### src/sv/tcw_pkg.sv
package tcw_pkg;

  localparam int unsigned COLUMNS = 80;
  localparam int unsigned ROWS    = 25;
  localparam int unsigned CELLS   = COLUMNS * ROWS;
  localparam int unsigned ADDR_W  = $clog2(CELLS);
  localparam int unsigned CNT_W   = $clog2(CELLS + 1);
  localparam int unsigned COL_W   = 7;
  localparam int unsigned ROW_W   = 5;

  localparam logic [7:0]  CH_LF      = 8'd10;
  localparam logic [7:0]  CH_CR      = 8'd13;
  localparam logic [15:0] BLANK_CELL = {8'h07, 8'h20};

  typedef enum logic [1:0] {
    CMD_PUT    = 2'd0,
    CMD_CLEAR  = 2'd1,
    CMD_READ   = 2'd2,
    CMD_SETCUR = 2'd3
  } cmd_e;

  typedef struct packed {
    cmd_e             cmd;
    logic [7:0]       char_code;
    logic [7:0]       attribute;
    logic [COL_W-1:0] col;
    logic [ROW_W-1:0] row;
  } in_item_t;

  typedef struct packed {
    logic [COL_W-1:0] cursor_x;
    logic [ROW_W-1:0] cursor_y;
    logic             scrolled;
    logic [7:0]       cell_char;
    logic [7:0]       cell_attr;
  } out_item_t;

  typedef struct packed {
    logic              we;
    logic [ADDR_W-1:0] waddr;
    logic [15:0]       wdata;
    logic              re;
    logic [ADDR_W-1:0] raddr;
  } mem_req_t;

  // The screen is kept as a ring of rows: logical row r lives in physical
  // row (r + top) mod ROWS, so a scroll only moves top and blanks one row.
  function automatic logic [ADDR_W-1:0] cell_addr(input logic [ROW_W-1:0] row,
                                                   input logic [COL_W-1:0] col,
                                                   input logic [ROW_W-1:0] top);
    logic [ROW_W:0]   sum;
    logic [ROW_W-1:0] prow;
    sum = {1'b0, row} + {1'b0, top};
    if (sum >= (ROW_W+1)'(ROWS)) begin
      sum = sum - (ROW_W+1)'(ROWS);
    end
    prow = sum[ROW_W-1:0];
    return ADDR_W'(prow) * ADDR_W'(COLUMNS) + ADDR_W'(col);
  endfunction

endpackage

### src/sv/tcw_ctrl.sv
module tcw_ctrl (
  input  logic                clk_i,
  input  logic                rst_ni,
  input  logic                in_valid_i,
  input  tcw_pkg::in_item_t   in_item_i,
  output logic                in_ready_o,
  input  logic                slot_free_i,
  output logic                res_valid_o,
  output tcw_pkg::out_item_t  res_o,
  output tcw_pkg::mem_req_t   mem_req_o,
  input  logic [15:0]         rdata_i
);

  localparam logic [2:0] ST_INIT  = 3'd0;
  localparam logic [2:0] ST_IDLE  = 3'd1;
  localparam logic [2:0] ST_EXEC  = 3'd2;
  localparam logic [2:0] ST_SWEEP = 3'd3;
  localparam logic [2:0] ST_RESP  = 3'd4;

  logic [2:0]                      state_q, state_d;
  tcw_pkg::in_item_t               item_q;
  logic [tcw_pkg::COL_W-1:0]       cur_x_q, cur_x_d;
  logic [tcw_pkg::ROW_W-1:0]       cur_y_q, cur_y_d;
  logic [tcw_pkg::ROW_W-1:0]       top_q, top_d;
  logic                            scroll_q, scroll_d;
  logic [tcw_pkg::ADDR_W-1:0]      swp_addr_q, swp_addr_d;
  logic [tcw_pkg::CNT_W-1:0]       swp_left_q, swp_left_d;

  logic                            is_lf, is_cr, is_print;
  logic [tcw_pkg::COL_W:0]         put_x_w;
  logic [tcw_pkg::ROW_W:0]         put_y_w;
  logic                            put_scroll;
  logic [tcw_pkg::COL_W-1:0]       put_x, set_x;
  logic [tcw_pkg::ROW_W-1:0]       put_y, set_y;
  logic                            rd_ok;
  logic                            done;

  assign is_lf    = (item_q.char_code == tcw_pkg::CH_LF);
  assign is_cr    = (item_q.char_code == tcw_pkg::CH_CR);
  assign is_print = !is_lf && !is_cr;
  assign rd_ok    = (item_q.col < tcw_pkg::COL_W'(tcw_pkg::COLUMNS)) &&
                    (item_q.row < tcw_pkg::ROW_W'(tcw_pkg::ROWS));
  assign set_x    = (item_q.col < tcw_pkg::COL_W'(tcw_pkg::COLUMNS)) ?
                    item_q.col : tcw_pkg::COL_W'(tcw_pkg::COLUMNS - 1);
  assign set_y    = (item_q.row < tcw_pkg::ROW_W'(tcw_pkg::ROWS)) ?
                    item_q.row : tcw_pkg::ROW_W'(tcw_pkg::ROWS - 1);

  // Cursor movement of a put, with wrap at the right edge.
  always_comb begin
    put_y_w = {1'b0, cur_y_q} + {{tcw_pkg::ROW_W{1'b0}}, is_lf};
    if (is_cr) begin
      put_x_w = '0;
    end else if (is_lf) begin
      put_x_w = {1'b0, cur_x_q};
    end else begin
      put_x_w = {1'b0, cur_x_q} + (tcw_pkg::COL_W+1)'(1);
    end
    if (put_x_w >= (tcw_pkg::COL_W+1)'(tcw_pkg::COLUMNS)) begin
      put_x_w = '0;
      put_y_w = put_y_w + (tcw_pkg::ROW_W+1)'(1);
    end
    put_scroll = (put_y_w >= (tcw_pkg::ROW_W+1)'(tcw_pkg::ROWS));
    put_x      = put_x_w[tcw_pkg::COL_W-1:0];
    put_y      = put_scroll ? tcw_pkg::ROW_W'(tcw_pkg::ROWS - 1) :
                              put_y_w[tcw_pkg::ROW_W-1:0];
  end

  always_comb begin
    state_d     = state_q;
    cur_x_d     = cur_x_q;
    cur_y_d     = cur_y_q;
    top_d       = top_q;
    scroll_d    = scroll_q;
    swp_addr_d  = swp_addr_q;
    swp_left_d  = swp_left_q;
    mem_req_o   = '0;
    res_valid_o = 1'b0;
    done        = 1'b0;
    in_ready_o  = (state_q == ST_IDLE);

    unique case (state_q)
      ST_INIT, ST_SWEEP: begin
        mem_req_o.we    = 1'b1;
        mem_req_o.waddr = swp_addr_q;
        mem_req_o.wdata = tcw_pkg::BLANK_CELL;
        swp_addr_d      = swp_addr_q + tcw_pkg::ADDR_W'(1);
        swp_left_d      = swp_left_q - tcw_pkg::CNT_W'(1);
        if (swp_left_q == tcw_pkg::CNT_W'(1)) begin
          state_d = (state_q == ST_INIT) ? ST_IDLE : ST_RESP;
        end
      end
      ST_IDLE: begin
        if (in_valid_i) begin
          state_d = ST_EXEC;
        end
      end
      ST_EXEC: begin
        scroll_d = 1'b0;
        unique case (item_q.cmd)
          tcw_pkg::CMD_PUT: begin
            if (is_print) begin
              mem_req_o.we    = 1'b1;
              mem_req_o.waddr = tcw_pkg::cell_addr(cur_y_q, cur_x_q, top_q);
              mem_req_o.wdata = {item_q.attribute, item_q.char_code};
            end
            cur_x_d = put_x;
            cur_y_d = put_y;
            if (put_scroll) begin
              // The old top row becomes the new bottom row and is blanked.
              scroll_d   = 1'b1;
              swp_addr_d = tcw_pkg::cell_addr('0, '0, top_q);
              swp_left_d = tcw_pkg::CNT_W'(tcw_pkg::COLUMNS);
              top_d      = (top_q == tcw_pkg::ROW_W'(tcw_pkg::ROWS - 1)) ?
                           '0 : top_q + tcw_pkg::ROW_W'(1);
              state_d    = ST_SWEEP;
            end else begin
              done = 1'b1;
            end
          end
          tcw_pkg::CMD_CLEAR: begin
            cur_x_d    = '0;
            cur_y_d    = '0;
            top_d      = '0;
            swp_addr_d = '0;
            swp_left_d = tcw_pkg::CNT_W'(tcw_pkg::CELLS);
            state_d    = ST_SWEEP;
          end
          tcw_pkg::CMD_READ: begin
            mem_req_o.re    = rd_ok;
            mem_req_o.raddr = tcw_pkg::cell_addr(item_q.row, item_q.col, top_q);
            state_d         = ST_RESP;
          end
          tcw_pkg::CMD_SETCUR: begin
            cur_x_d = set_x;
            cur_y_d = set_y;
            done    = 1'b1;
          end
        endcase
        if (done) begin
          if (slot_free_i) begin
            res_valid_o = 1'b1;
            state_d     = ST_IDLE;
          end else begin
            state_d = ST_RESP;
          end
        end
      end
      ST_RESP: begin
        if (slot_free_i) begin
          res_valid_o = 1'b1;
          state_d     = ST_IDLE;
        end
      end
      default: begin
        state_d = ST_IDLE;
      end
    endcase

    res_o          = '0;
    res_o.cursor_x = cur_x_d;
    res_o.cursor_y = cur_y_d;
    res_o.scrolled = scroll_d;
    if ((state_q == ST_RESP) && (item_q.cmd == tcw_pkg::CMD_READ) && rd_ok) begin
      res_o.cell_char = rdata_i[7:0];
      res_o.cell_attr = rdata_i[15:8];
    end
  end

  always_ff @(posedge clk_i or negedge rst_ni) begin
    if (!rst_ni) begin
      state_q    <= ST_INIT;
      cur_x_q    <= '0;
      cur_y_q    <= '0;
      top_q      <= '0;
      scroll_q   <= 1'b0;
      swp_addr_q <= '0;
      swp_left_q <= tcw_pkg::CNT_W'(tcw_pkg::CELLS);
    end else begin
      state_q    <= state_d;
      cur_x_q    <= cur_x_d;
      cur_y_q    <= cur_y_d;
      top_q      <= top_d;
      scroll_q   <= scroll_d;
      swp_addr_q <= swp_addr_d;
      swp_left_q <= swp_left_d;
    end
  end

  always_ff @(posedge clk_i) begin
    if (in_valid_i && in_ready_o) begin
      item_q <= in_item_i;
    end
  end

endmodule
### config.mk
export PLATFORM = sky130hd
export DESIGN_NAME = tcw_ctrl
export DESIGN_NICKNAME = d
export VERILOG_FILES = /design/src/sv/tcw_pkg.sv /design/src/sv/tcw_ctrl.sv
export SDC_FILE = /design/constraint.sdc
export NUM_CORES = 1
export LEC_CHECK = 0
export ABC_CLOCK_PERIOD_IN_PS = 12500
export BUFFER_PORTS_ARGS = -buffer_cell sky130_fd_sc_hd__buf_2
export CAP_MARGIN = 10
export CORE_UTILIZATION = 45
export CTS_CLUSTER_DIAMETER = 30
export DETAILED_ROUTE_END_ITERATION = 16
export GPL_TIMING_DRIVEN = 0
export PLACE_DENSITY = 0.79
export SYNTH_ARGS = -nofsm -noshare
export SYNTH_HDL_FRONTEND = slang
export SYNTH_SLANG_ARGS = --single-unit
### constraint.sdc
create_clock -name clk_i -period 12.5 [get_ports clk_i]
set_input_delay 0.625 -clock clk_i [delete_from_list [all_inputs] [get_ports clk_i]]
set_output_delay 0.625 -clock clk_i [all_outputs]
set_load 0.01 [all_outputs]
==> impl_metrics.env, run 1 <==
export IMPL_synth_ff_type="dfrtp_1"
export IMPL_die_height_um=117
export IMPL_std_cell_rows=41
export IMPL_arrival_ns=5.64
export IMPL_final_util_pct=55.3
export IMPL_synthArstFlopShare_pct=58.9
export IMPL_pre_cts_ws_ns=6.63
export IMPL_cp_required_ns=11.88
export IMPL_htreeDepth=3
export IMPL_place_gp_congestion=0.925
export IMPL_cp_start_kind="flip-flop"
export IMPL_synth_edf_count=30
export IMPL_p_per_area_mw_per_mm2=295
export IMPL_synth_nets=774
export IMPL_grt_max_degree=44
export IMPL_synth_seq_cells=73
export IMPL_dieArea_mm2=0.0136
export IMPL_clockBufferDepth=2
export IMPL_worstSetupPathType="flip-flop to primary output"
export IMPL_slew_headroom_pct=29.6
export IMPL_outcome="completed"
export IMPL_leakagePower_nw=3.25
export IMPL_post_dp_hpwl_um=12100
export IMPL_maxCapViolCount=0
export IMPL_routed_wirelength_um=15500
export IMPL_place_area_mm2=0.00676
export IMPL_drtIter0Drc=330
export IMPL_dp_cells=959
export IMPL_syn_area_per_cell_um2=8.90
export IMPL_layout_cells_non_filler=975
export IMPL_final_setup_viol_count=0
export IMPL_cts_root_buf="clkbuf_16"
export IMPL_start_util_pct=46.6
export IMPL_cp_max_fo=11
export IMPL_final_cell_mix="buf_2 (122), nor2_1 (58), nand2_1 (52)"
export IMPL_num_vias=5477
export IMPL_syn_cell_area_mm2=0.00593
export IMPL_dr_pass1_iters=5
export IMPL_critPathLaunch="top_q[0]"
export IMPL_ys_seq_area_share_pct=33.5
export IMPL_clk_latency_ns=0.34
export IMPL_finalPower_mw=2.07
export IMPL_finalHoldWorstSlack_ns=0.458
export IMPL_max_freq_mhz=160
export IMPL_fin_area_mm2=0.00703
export IMPL_clkTransAtPathRegs_ns=0.06
export IMPL_antenna_cells=0
export IMPL_finalHoldViolCount=0
export IMPL_period_share_pct=50.1
export IMPL_holdBufCountCts=0
export IMPL_cp_slowest_stage_delay_ns=0.59
export IMPL_io_buffers=120
export IMPL_cts_resized=0
export IMPL_final_common_cell="buf_2"
export IMPL_peakVddDrop_v=0.000141
export IMPL_gr_usage_all_layers_pct=24.1
export IMPL_drc=0
export IMPL_end_kind="primary output"
export IMPL_antenna_found_initial=0
export IMPL_crit_top_cell="ha_1"
export IMPL_slew_viol_final=0
export IMPL_synthToLayoutAreaGrowth_pct=18.6
export IMPL_postSynthCellCount=666
export IMPL_core_area_mm2=0.0127
export IMPL_post_cts_buffers=0
export IMPL_cts_buffers_inserted=9
export IMPL_ioPinCount=121
export IMPL_grt_ovfl_total=0
export IMPL_drive_gt1_share_pct=21.7
export IMPL_setup_tns_ns=0
export IMPL_worstHoldPathType="primary input to async pin"
export IMPL_fin_nets=906
export IMPL_cts_sinks=73
export IMPL_fin_skew_ns=0.00734
export IMPL_yosysWarnings=0
export IMPL_fin_ws_ns=6.23
export IMPL_first_global_vias=5111
export IMPL_post_route_min_period_ns=6.27
export IMPL_reg2reg_from="item_q[20]"
export IMPL_cts_tree="done"
export IMPL_synth_cell_types=73
export IMPL_critPathSlowestCell="dfrtp_1"
export IMPL_vias_per_cell=5.62
export IMPL_grt_pass1_wl_um=25200
export IMPL_postRouteAntennaNets=0
export IMPL_crit_chain="ha_1, fa_1, inv_1, ha_1, nand3b_1, a32o_1, nor2_1, mux2_2, ha_1, ha_1, inv_1, fa_1, or2_2, mux2_2, o21ai_0, a22oi_1, o21ai_0, xnor2_1, a22o_1, buf_2"
export IMPL_wl_per_cell_um=15.9
export IMPL_tightest_slew_ns=1.05
export IMPL_rsz0062_at_grt="false"
export IMPL_die_w_um=117
[worst paths after layout]
path / to / slack (ns) / depth (start not counted)
worst min register to register: swp_left_q[8] / 0.50 / 2
worst min-delay path: swp_left_q[5] / 0.46 / 1
max in group asynchronous: cur_x_q[5] / 11.42 / 1
worst max-delay path: mem_req_o[38] / 6.23 / 20
min in group clk_i: item_q[15] / 0.46 / 1
worst max register to register: top_q[0] / 8.59 / 12
[report_power, final]
| group | total [mW] | switching (mW) | internal [mW] |
|---|---|---|---|
| clock network | 0.237 | 0.103 | 0.135 |
| logic | 1.41 | 0.817 | 0.590 |
| registers | 0.430 | 0.0935 | 0.336 |
[area by class of cell]
| type | count | area, um^2 |
|---|---|---|
| fill | 1202 | 5690 |
| multi-input combinational | 531 | 3690 |
| sequential | 73 | 1980 |
| timing repair buffer | 121 | 616 |
| clock buffer | 10 | 229 |
| tap | 172 | 215 |
| inverter | 34 | 128 |
| buffer | 28 | 126 |
| clock inverter | 6 | 43.8 |
[sequential cells by signal (all words and copies together) (netlist names)]
register and flops:
cur_y_q 5, swp_addr_q 11, swp_left_q 11, scroll_q 1, top_q 5, state_q 3, item_q 30, cur_x_q 7
[routing by layer]
layer	wire length [um]	global-route usage (%)	share of wire (%)
met2	7220	40.2	47
met4	332	8.44	2.1
met3	1290	5.50	8.3
met1	6670	30.7	43
met5	0	0	0
[worst max-delay path, delay by kind of cell (launching register included)]
family | cells | cell delay (ns)
fa+ha+maj | 6 | 1.90
simple gates | 3 | 0.87
compound gates | 5 | 0.81
mux | 2 | 0.67
flops | 1 | 0.59
buf+inv | 3 | 0.33
xor+xnor | 1 | 0.15
[Yosys cell counts, types with 7 or more instances]
| library cell | count | area share [%] |
|---|---|---|
| inv_1 | 33 | 2.1 |
| xnor2_1 | 22 | 3.3 |
| xor2_1 | 15 | 2.2 |
| o21ai_0 | 42 | 3.5 |
| a31oi_1 | 8 | 0.84 |
| a22o_1 | 14 | 2.1 |
| or2_2 | 9 | 0.95 |
| dfrtp_1 | 37 | 16 |
| nand3_1 | 16 | 1.4 |
| and2_1 | 33 | 3.5 |
| a21o_1 | 11 | 1.4 |
| nor2b_1 | 9 | 0.95 |
| nor3b_1 | 9 | 1.1 |
| nand2_1 | 52 | 3.3 |
| nor2_1 | 58 | 3.7 |
| o31ai_1 | 21 | 2.7 |
| edfxtp_1 | 30 | 15 |
| and3_1 | 7 | 0.74 |
| nor3_1 | 18 | 1.5 |
| ha_1 | 51 | 11 |
| clkbuf_1 | 22 | 1.4 |
| fa_1 | 7 | 2.4 |
| a21oi_1 | 40 | 3.4 |
[kinds of logic (layout without fill, tap and decap cells)]
| logic type | after synthesis | in the layout | share of synthesized area, % |
|---|---|---|---|
| AND/OR/NAND/NOR | 244 | 244 | 21.5 |
| flip-flops | 73 | 73 | 33.5 |
| XOR/XNOR | 37 | 37 | 5.47 |
| AO/OA/AOI/OAI | 186 | 186 | 21.1 |
| buffers and inverters | 62 | 199 | 4.29 |
| adder cells (fa/ha/maj) | 58 | 58 | 13.1 |
| multiplexers | 6 | 6 | 1.08 |
Note: power is estimated with default switching activity, not from simulation.
==> run 2: changes to the inputs <==
Settings changed: ABC_CLOCK_PERIOD_IN_PS 12500 to 5200, PLACE_DENSITY 0.79 to 0.81.
Clock period 12.5 ns to 5.2 ns, I/O delays scaled along.
==> run 2 against run 1 <==
  * Critical path type unchanged
  * Largest power group unchanged
  * Cell count up 1.9%
  * Clock skew down 0.00057 ns
  * Via count up 4.7%
  * First-iteration DRC count up 2.1%
  * Register-to-register slack worse by 7.4 ns
  * Design area up 4.7%
==> impl_metrics.env, run 2 (synthesis gave the netlist of run 1 again) <==
export IMPL_post_dp_hpwl_um=12200
export IMPL_final_cell_mix="buf_2 (122), nor2_1 (57), nand2_1 (52)"
export IMPL_setup_tns_ns=0
export IMPL_cts_sinks=73
export IMPL_maxCapViolCount=0
export IMPL_r2r_slack_ns=1.16
export IMPL_outcome="completed"
export IMPL_end_kind="primary output"
export IMPL_cts_tree="done"
export IMPL_finalHoldWorstSlack_ns=0.0917
export IMPL_antenna_cells=0
export IMPL_peakVddDrop_v=0.000454
export IMPL_start_util_pct=46.6
export IMPL_multiInputGateArea_mm2=0.00383
export IMPL_drtIter0Drc=337
export IMPL_finalHoldViolCount=0
export IMPL_core_area_mm2=0.0127
export IMPL_cp_required_ns=4.94
export IMPL_period_share_pct=97.5
export IMPL_seq_area_mm2=0.00199
export IMPL_slew_headroom_pct=32.0
export IMPL_cp_start_kind="flip-flop"
export IMPL_first_global_vias=5548
export IMPL_final_common_cell="buf_2"
export IMPL_cp_max_fo=10
export IMPL_num_vias=5732
export IMPL_post_route_min_period_ns=5.07
export IMPL_routed_wirelength_um=16700
export IMPL_fin_nets=925
export IMPL_std_cell_rows=41
export IMPL_largest_reg_flops=30
export IMPL_reg2reg_from="item_q[20]"
export IMPL_finalPower_mw=5.65
export IMPL_worstHoldPathType="primary input to async pin"
export IMPL_synthToLayoutAreaGrowth_pct=24.2
export IMPL_rsz0062_at_grt="true"
export IMPL_dr_pass1_iters=5
export IMPL_grt_ovfl_total=0
export IMPL_final_setup_viol_count=0
export IMPL_place_gp_congestion=0.978
export IMPL_die_height_um=117
export IMPL_grt_max_degree=44
export IMPL_clockBufferDepth=2
export IMPL_antenna_found_initial=0
export IMPL_die_w_um=117
export IMPL_vias_per_cell=5.77
export IMPL_dieArea_mm2=0.0136
export IMPL_leakagePower_nw=3.40
export IMPL_drc=0
export IMPL_htreeDepth=3
export IMPL_gr_usage_all_layers_pct=24.7
export IMPL_tightest_slew_ns=1.01
export IMPL_top_regs="item_q x30, swp_addr_q x11, swp_left_q x11"
export IMPL_worstSetupPathType="flip-flop to primary output"
export IMPL_clk_latency_ns=0.34
export IMPL_cts_buffers_inserted=9
export IMPL_wl_per_cell_um=16.8
export IMPL_ioPinCount=121
export IMPL_grt_pass1_wl_um=25800
export IMPL_max_freq_mhz=197
export IMPL_drive_gt1_share_pct=26.8
export IMPL_fillCellCount=1145
export IMPL_fin_skew_ns=0.00676
export IMPL_r2r_cells=12
export IMPL_endpoint="mem_req_o[10]"
export IMPL_r2r_end="top_q[0]"
export IMPL_io_buffers=120
export IMPL_clkTransAtPathRegs_ns=0.06
export IMPL_p_per_area_mw_per_mm2=767
export IMPL_arrival_ns=4.81
export IMPL_postRouteAntennaNets=0
export IMPL_regMostFlops="item_q"
export IMPL_cts_root_buf="clkbuf_16"
export IMPL_slew_viol_final=0
export IMPL_critPathLaunch="top_q[1]"
## run 2: cell count changes in the layout (fill, tap and decap cells not counted), sizes merged
| cell | change |
|---|---|
| clkinv | -2 |
| clkinvlp | -1 |
| clkbuf | +2 |
| inv | +1 |
| buf | +19 |
## run 2: worst max-delay path, stage by stage (launching register included)
cell	delay (ns)
dfrtp_2	0.50
inv_1	0.19
fa_2	0.44
nor2b_2	0.15
o21ai_0	0.12
nor3b_1	0.17
a2111o_1	0.35
o211ai_1	0.20
buf_4	0.20
nor2_1	0.04
a21o_1	0.18
ha_1	0.28
ha_1	0.21
inv_1	0.07
fa_1	0.44
or2_4	0.28
a21oi_1	0.12
nor2_1	0.07
a21oi_2	0.11
xor2_1	0.15
nor2_1	0.05
buf_2	0.15
## run 2: final cells by class
cell class	instances	area share [%]
multi-input cells	531	52.1
flip-flops and latches	73	27.0
repair buffers	140	10.4
clock buffers	12	3.79
well taps	172	2.92
inverters	34	1.73
plain buffers	28	1.72
clock inverters	4	0.425
## run 2: metrics by stage
stage / util (%) / setup slack [ns] / std cells / instance area [um^2]
5_1_grt: 57.9 / -0.0767 / 994 / 7360
4_1_cts: 56.5 / -0.00202 / 985 / 7180
3_3_place_gp: 53.0 / -0.215 / 958 / 6740
6_report: 57.9 / 0.129 / 994 / 7360
2_1_floorplan: - / 0.237 / 666 / 5930
3_5_place_dp: 53.1 / -0.300 / 959 / 6760
## run 2: worst min-delay path by stage
stage	to	from	slack [ns]
floorplan	cur_x_q[0]	rst_ni	-0.04
global placement	item_q[15]	in_item_i[15]	0.44
detailed placement	item_q[15]	in_item_i[15]	0.44
CTS	item_q[13]	in_item_i[13]	0.08
global route	item_q[13]	in_item_i[13]	0.08
finish	swp_left_q[5]	rst_ni	0.09
## run 2: timing repair
item,in CTS,in global routing
buffers inserted,10,9
hold buffers,0,0
pin swaps,6,15
gates resized for setup,14,24
hold endpoints to repair,0,0
setup endpoints to repair,2,2
## run 2: power by group
part	leakage, nW	total, mW	switching, mW	internal (mW)
combinational	2.43	3.99	2.19	1.79
sequential	0.812	1.03	0.221	0.810
clock	0.150	0.631	0.247	0.384
total	3.40	5.65	2.66	2.99
## run 2: layer usage
metal | vias to the layer above | share of wire (%) | global-route usage (%)
li1 | 2716 | - | -
met1 | 2686 | 42 | 30.1
met2 | 285 | 48 | 41.6
met3 | 45 | 7.3 | 5.09
met4 | 0 | 3.1 | 12.2
met5 | - | 0 | 0
==> run 3: changes to the inputs <==
Settings changed: ABC_AREA set to 1, CTS_BUF_LIST set to sky130_fd_sc_hd__clkbuf_4 sky130_fd_sc_hd__clkbuf_8.
==> run 3 against run 2 <==
  * Clock skew increased by 0.0039 ns
  * Flip-flop and latch count unchanged
  * Utilization decreased by 3.8 points
  * Maximum frequency increased by 6.5%
  * Register-to-register slack improved by 0.76 ns
  * Largest cell class unchanged
  * Critical path type unchanged
  * Critical endpoint is now mem_req_o[38]
==> impl_metrics.env, run 3 <==
export IMPL_fin_skew_ns=0.0107
export IMPL_synth_cell_types=49
export IMPL_cp_max_fo=6
export IMPL_start_util_pct=46.2
export IMPL_finalHoldWorstSlack_ns=0.0659
export IMPL_postSynthCellCount=765
export IMPL_antenna_cells=0
export IMPL_top_regs="item_q x30, swp_addr_q x11, swp_left_q x11"
export IMPL_clkTransAtPathRegs_ns=0.08
export IMPL_io_buffers=120
export IMPL_slew_headroom_pct=30.2
export IMPL_grt_max_degree=44
export IMPL_place_gp_congestion=0.885
export IMPL_wl_per_cell_um=13.6
export IMPL_cts_buffers_inserted=9
export IMPL_outcome="completed"
export IMPL_yosysWarnings=0
export IMPL_drc=0
export IMPL_setup_tns_ns=0
export IMPL_post_cts_buffers=0
export IMPL_synth_common_cells="nand2_1 (139), inv_1 (134), nor2_1 (93)"
export IMPL_arrival_ns=4.50
export IMPL_cp_buffers_inverters=3
export IMPL_die_w_um=116
export IMPL_yosys_area_top_type="dfrtp_1"
export IMPL_synth_edf_count=30
export IMPL_synth_seq_cells=73
export IMPL_maxCapViolCount=0
export IMPL_clockBufferDepth=2
export IMPL_fillCellCount=1209
export IMPL_antenna_found_initial=0
export IMPL_synthDominantCellAreaShare_pct=15.8
export IMPL_multiInputGateArea_mm2=0.00327
export IMPL_worstSetupPathType="flip-flop to primary output"
export IMPL_grt_ovfl_total=0
export IMPL_core_area_mm2=0.0127
export IMPL_dieArea_mm2=0.0135
export IMPL_grt_pass1_wl_um=23900
export IMPL_critPathSlowestCell="fa_1"
export IMPL_crit_chain="ha_1, fa_1, inv_1, ha_1, nand2_1, o211ai_1, nand2_1, o21ai_0, ha_1, ha_1, inv_1, fa_1, nand3b_1, xnor2_1, nand2_1, nand2_1, o21ai_0, buf_2"
export IMPL_yosysMostFrequentCell="nand2_1"
export IMPL_drive_gt1_share_pct=18.8
export IMPL_std_cell_rows=41
export IMPL_regMostFlops="item_q"
export IMPL_synth_area_leaders="dfrtp_1 (16%), edfxtp_1 (15%), ha_1 (11%)"
export IMPL_synthToLayoutAreaGrowth_pct=17.1
export IMPL_cp_slowest_stage_delay_ns=0.47
export IMPL_cts_sinks=73
export IMPL_fin_nets=1005
export IMPL_seq_area_mm2=0.00198
export IMPL_cts_tree="done"
export IMPL_period_share_pct=91.6
export IMPL_syn_cell_area_mm2=0.00585
export IMPL_final_cell_mix="nand2_1 (139), inv_1 (134), buf_2 (123)"
export IMPL_holdBufCountCts=0
export IMPL_finalHoldViolCount=0
export IMPL_vias_per_cell=5.12
export IMPL_largest_reg_flops=30
export IMPL_synthArstFlopShare_pct=58.9
export IMPL_gr_usage_all_layers_pct=22.9
export IMPL_drtIter0Drc=460
export IMPL_synth_ff_type="dfrtp_1"
export IMPL_cts_root_buf="clkbuf_8"
export IMPL_final_setup_viol_count=0
export IMPL_synth_nets=873
export IMPL_htreeDepth=3
export IMPL_first_global_vias=5202
export IMPL_dr_pass1_iters=5
export IMPL_rsz0062_at_grt="false"
export IMPL_cp_start_kind="flip-flop"
export IMPL_tightest_slew_ns=1.05
export IMPL_routed_wirelength_um=14600
export IMPL_slew_viol_final=0
export IMPL_critPathTopFamily="adder cells"
export IMPL_final_common_cell="nand2_1"
export IMPL_max_freq_mhz=210
export IMPL_die_height_um=116
export IMPL_ys_seq_area_share_pct=33.9
export IMPL_end_kind="primary output"
export IMPL_num_vias=5497
export IMPL_post_dp_hpwl_um=11600
export IMPL_worstHoldPathType="primary input to async pin"
export IMPL_postRouteAntennaNets=0
export IMPL_post_route_min_period_ns=4.76
export IMPL_cp_required_ns=4.94
export IMPL_syn_area_per_cell_um2=7.64
export IMPL_clk_latency_ns=0.37
export IMPL_ioPinCount=121
export IMPL_cts_resized=0
-- run 3: cell count changes after synthesis, moves of 10 or more --
cell / delta
xor2_1: +14
a21oi_1: -23
xnor2_1: -11
nand2_1: +87
nand3_1: +29
a22o_1: -13
inv_1: +101
nor2_1: +35
o31ai_1: -16
clkbuf_1: -12
a21o_1: -10
and2_1: -33
-- run 3: layout make-up --
cell class	instances	share of cell area [%]
inverter	137	7.55
sequential	73	29.0
buffer	16	1.24
timing repair buffer	121	8.84
clock inverter	7	0.694
clock buffer	9	1.81
multi-input combinational	539	47.7
tap	172	3.14
-- run 3: final timing paths --
path,cells after the start,slack (ns),endpoint,from
setup / recovery,18,0.44,mem_req_o[38],top_q[0]
hold / removal,1,0.07,swp_left_q[3],rst_ni
setup reg to reg,22,1.92,top_q[3],item_q[25]
hold reg to reg,2,0.50,swp_addr_q[4],swp_addr_q[4]
max in group asynchronous,1,4.48,state_q[1],rst_ni
min in group clk_i,1,0.07,item_q[25],in_item_i[25]
-- run 3: per-stage QoR --
stage | util [%] | setup WS (ns) | cells | instance area [um^2]
global route | 54.0 | 0.0144 | 1074 | 6850
global placement | 52.6 | 0.920 | 1057 | 6660
detailed placement | 52.7 | 0.818 | 1058 | 6680
finish | 54.0 | 0.437 | 1074 | 6850
floorplan | - | 1.20 | 765 | 5850
CTS | 54.0 | 0.423 | 1074 | 6850
-- run 3: metal layers --
metal	routed length (um)	global-route usage, %	share of wire [%]
met1	6380	28.2	44
met2	7020	40.0	48
met3	903	3.45	6.2
met4	268	9.91	1.8
met5	0	0	0
-- run 3: kinds of logic (layout without fill, tap and decap cells) --
| logic type | Yosys count | count (layout) | synth area share, % |
|---|---|---|---|
| simple gates | 321 | 321 | 23.9 |
| buf+inv | 153 | 290 | 10.3 |
| compound gates | 120 | 120 | 12.5 |
| flops | 73 | 73 | 33.9 |
| fa+ha+maj | 58 | 58 | 13.3 |
| xor+xnor | 40 | 40 | 5.99 |
Power of run 3 is not shown: default switching activity piles up to over one toggle a cycle in this logic, so the estimate is an artifact.
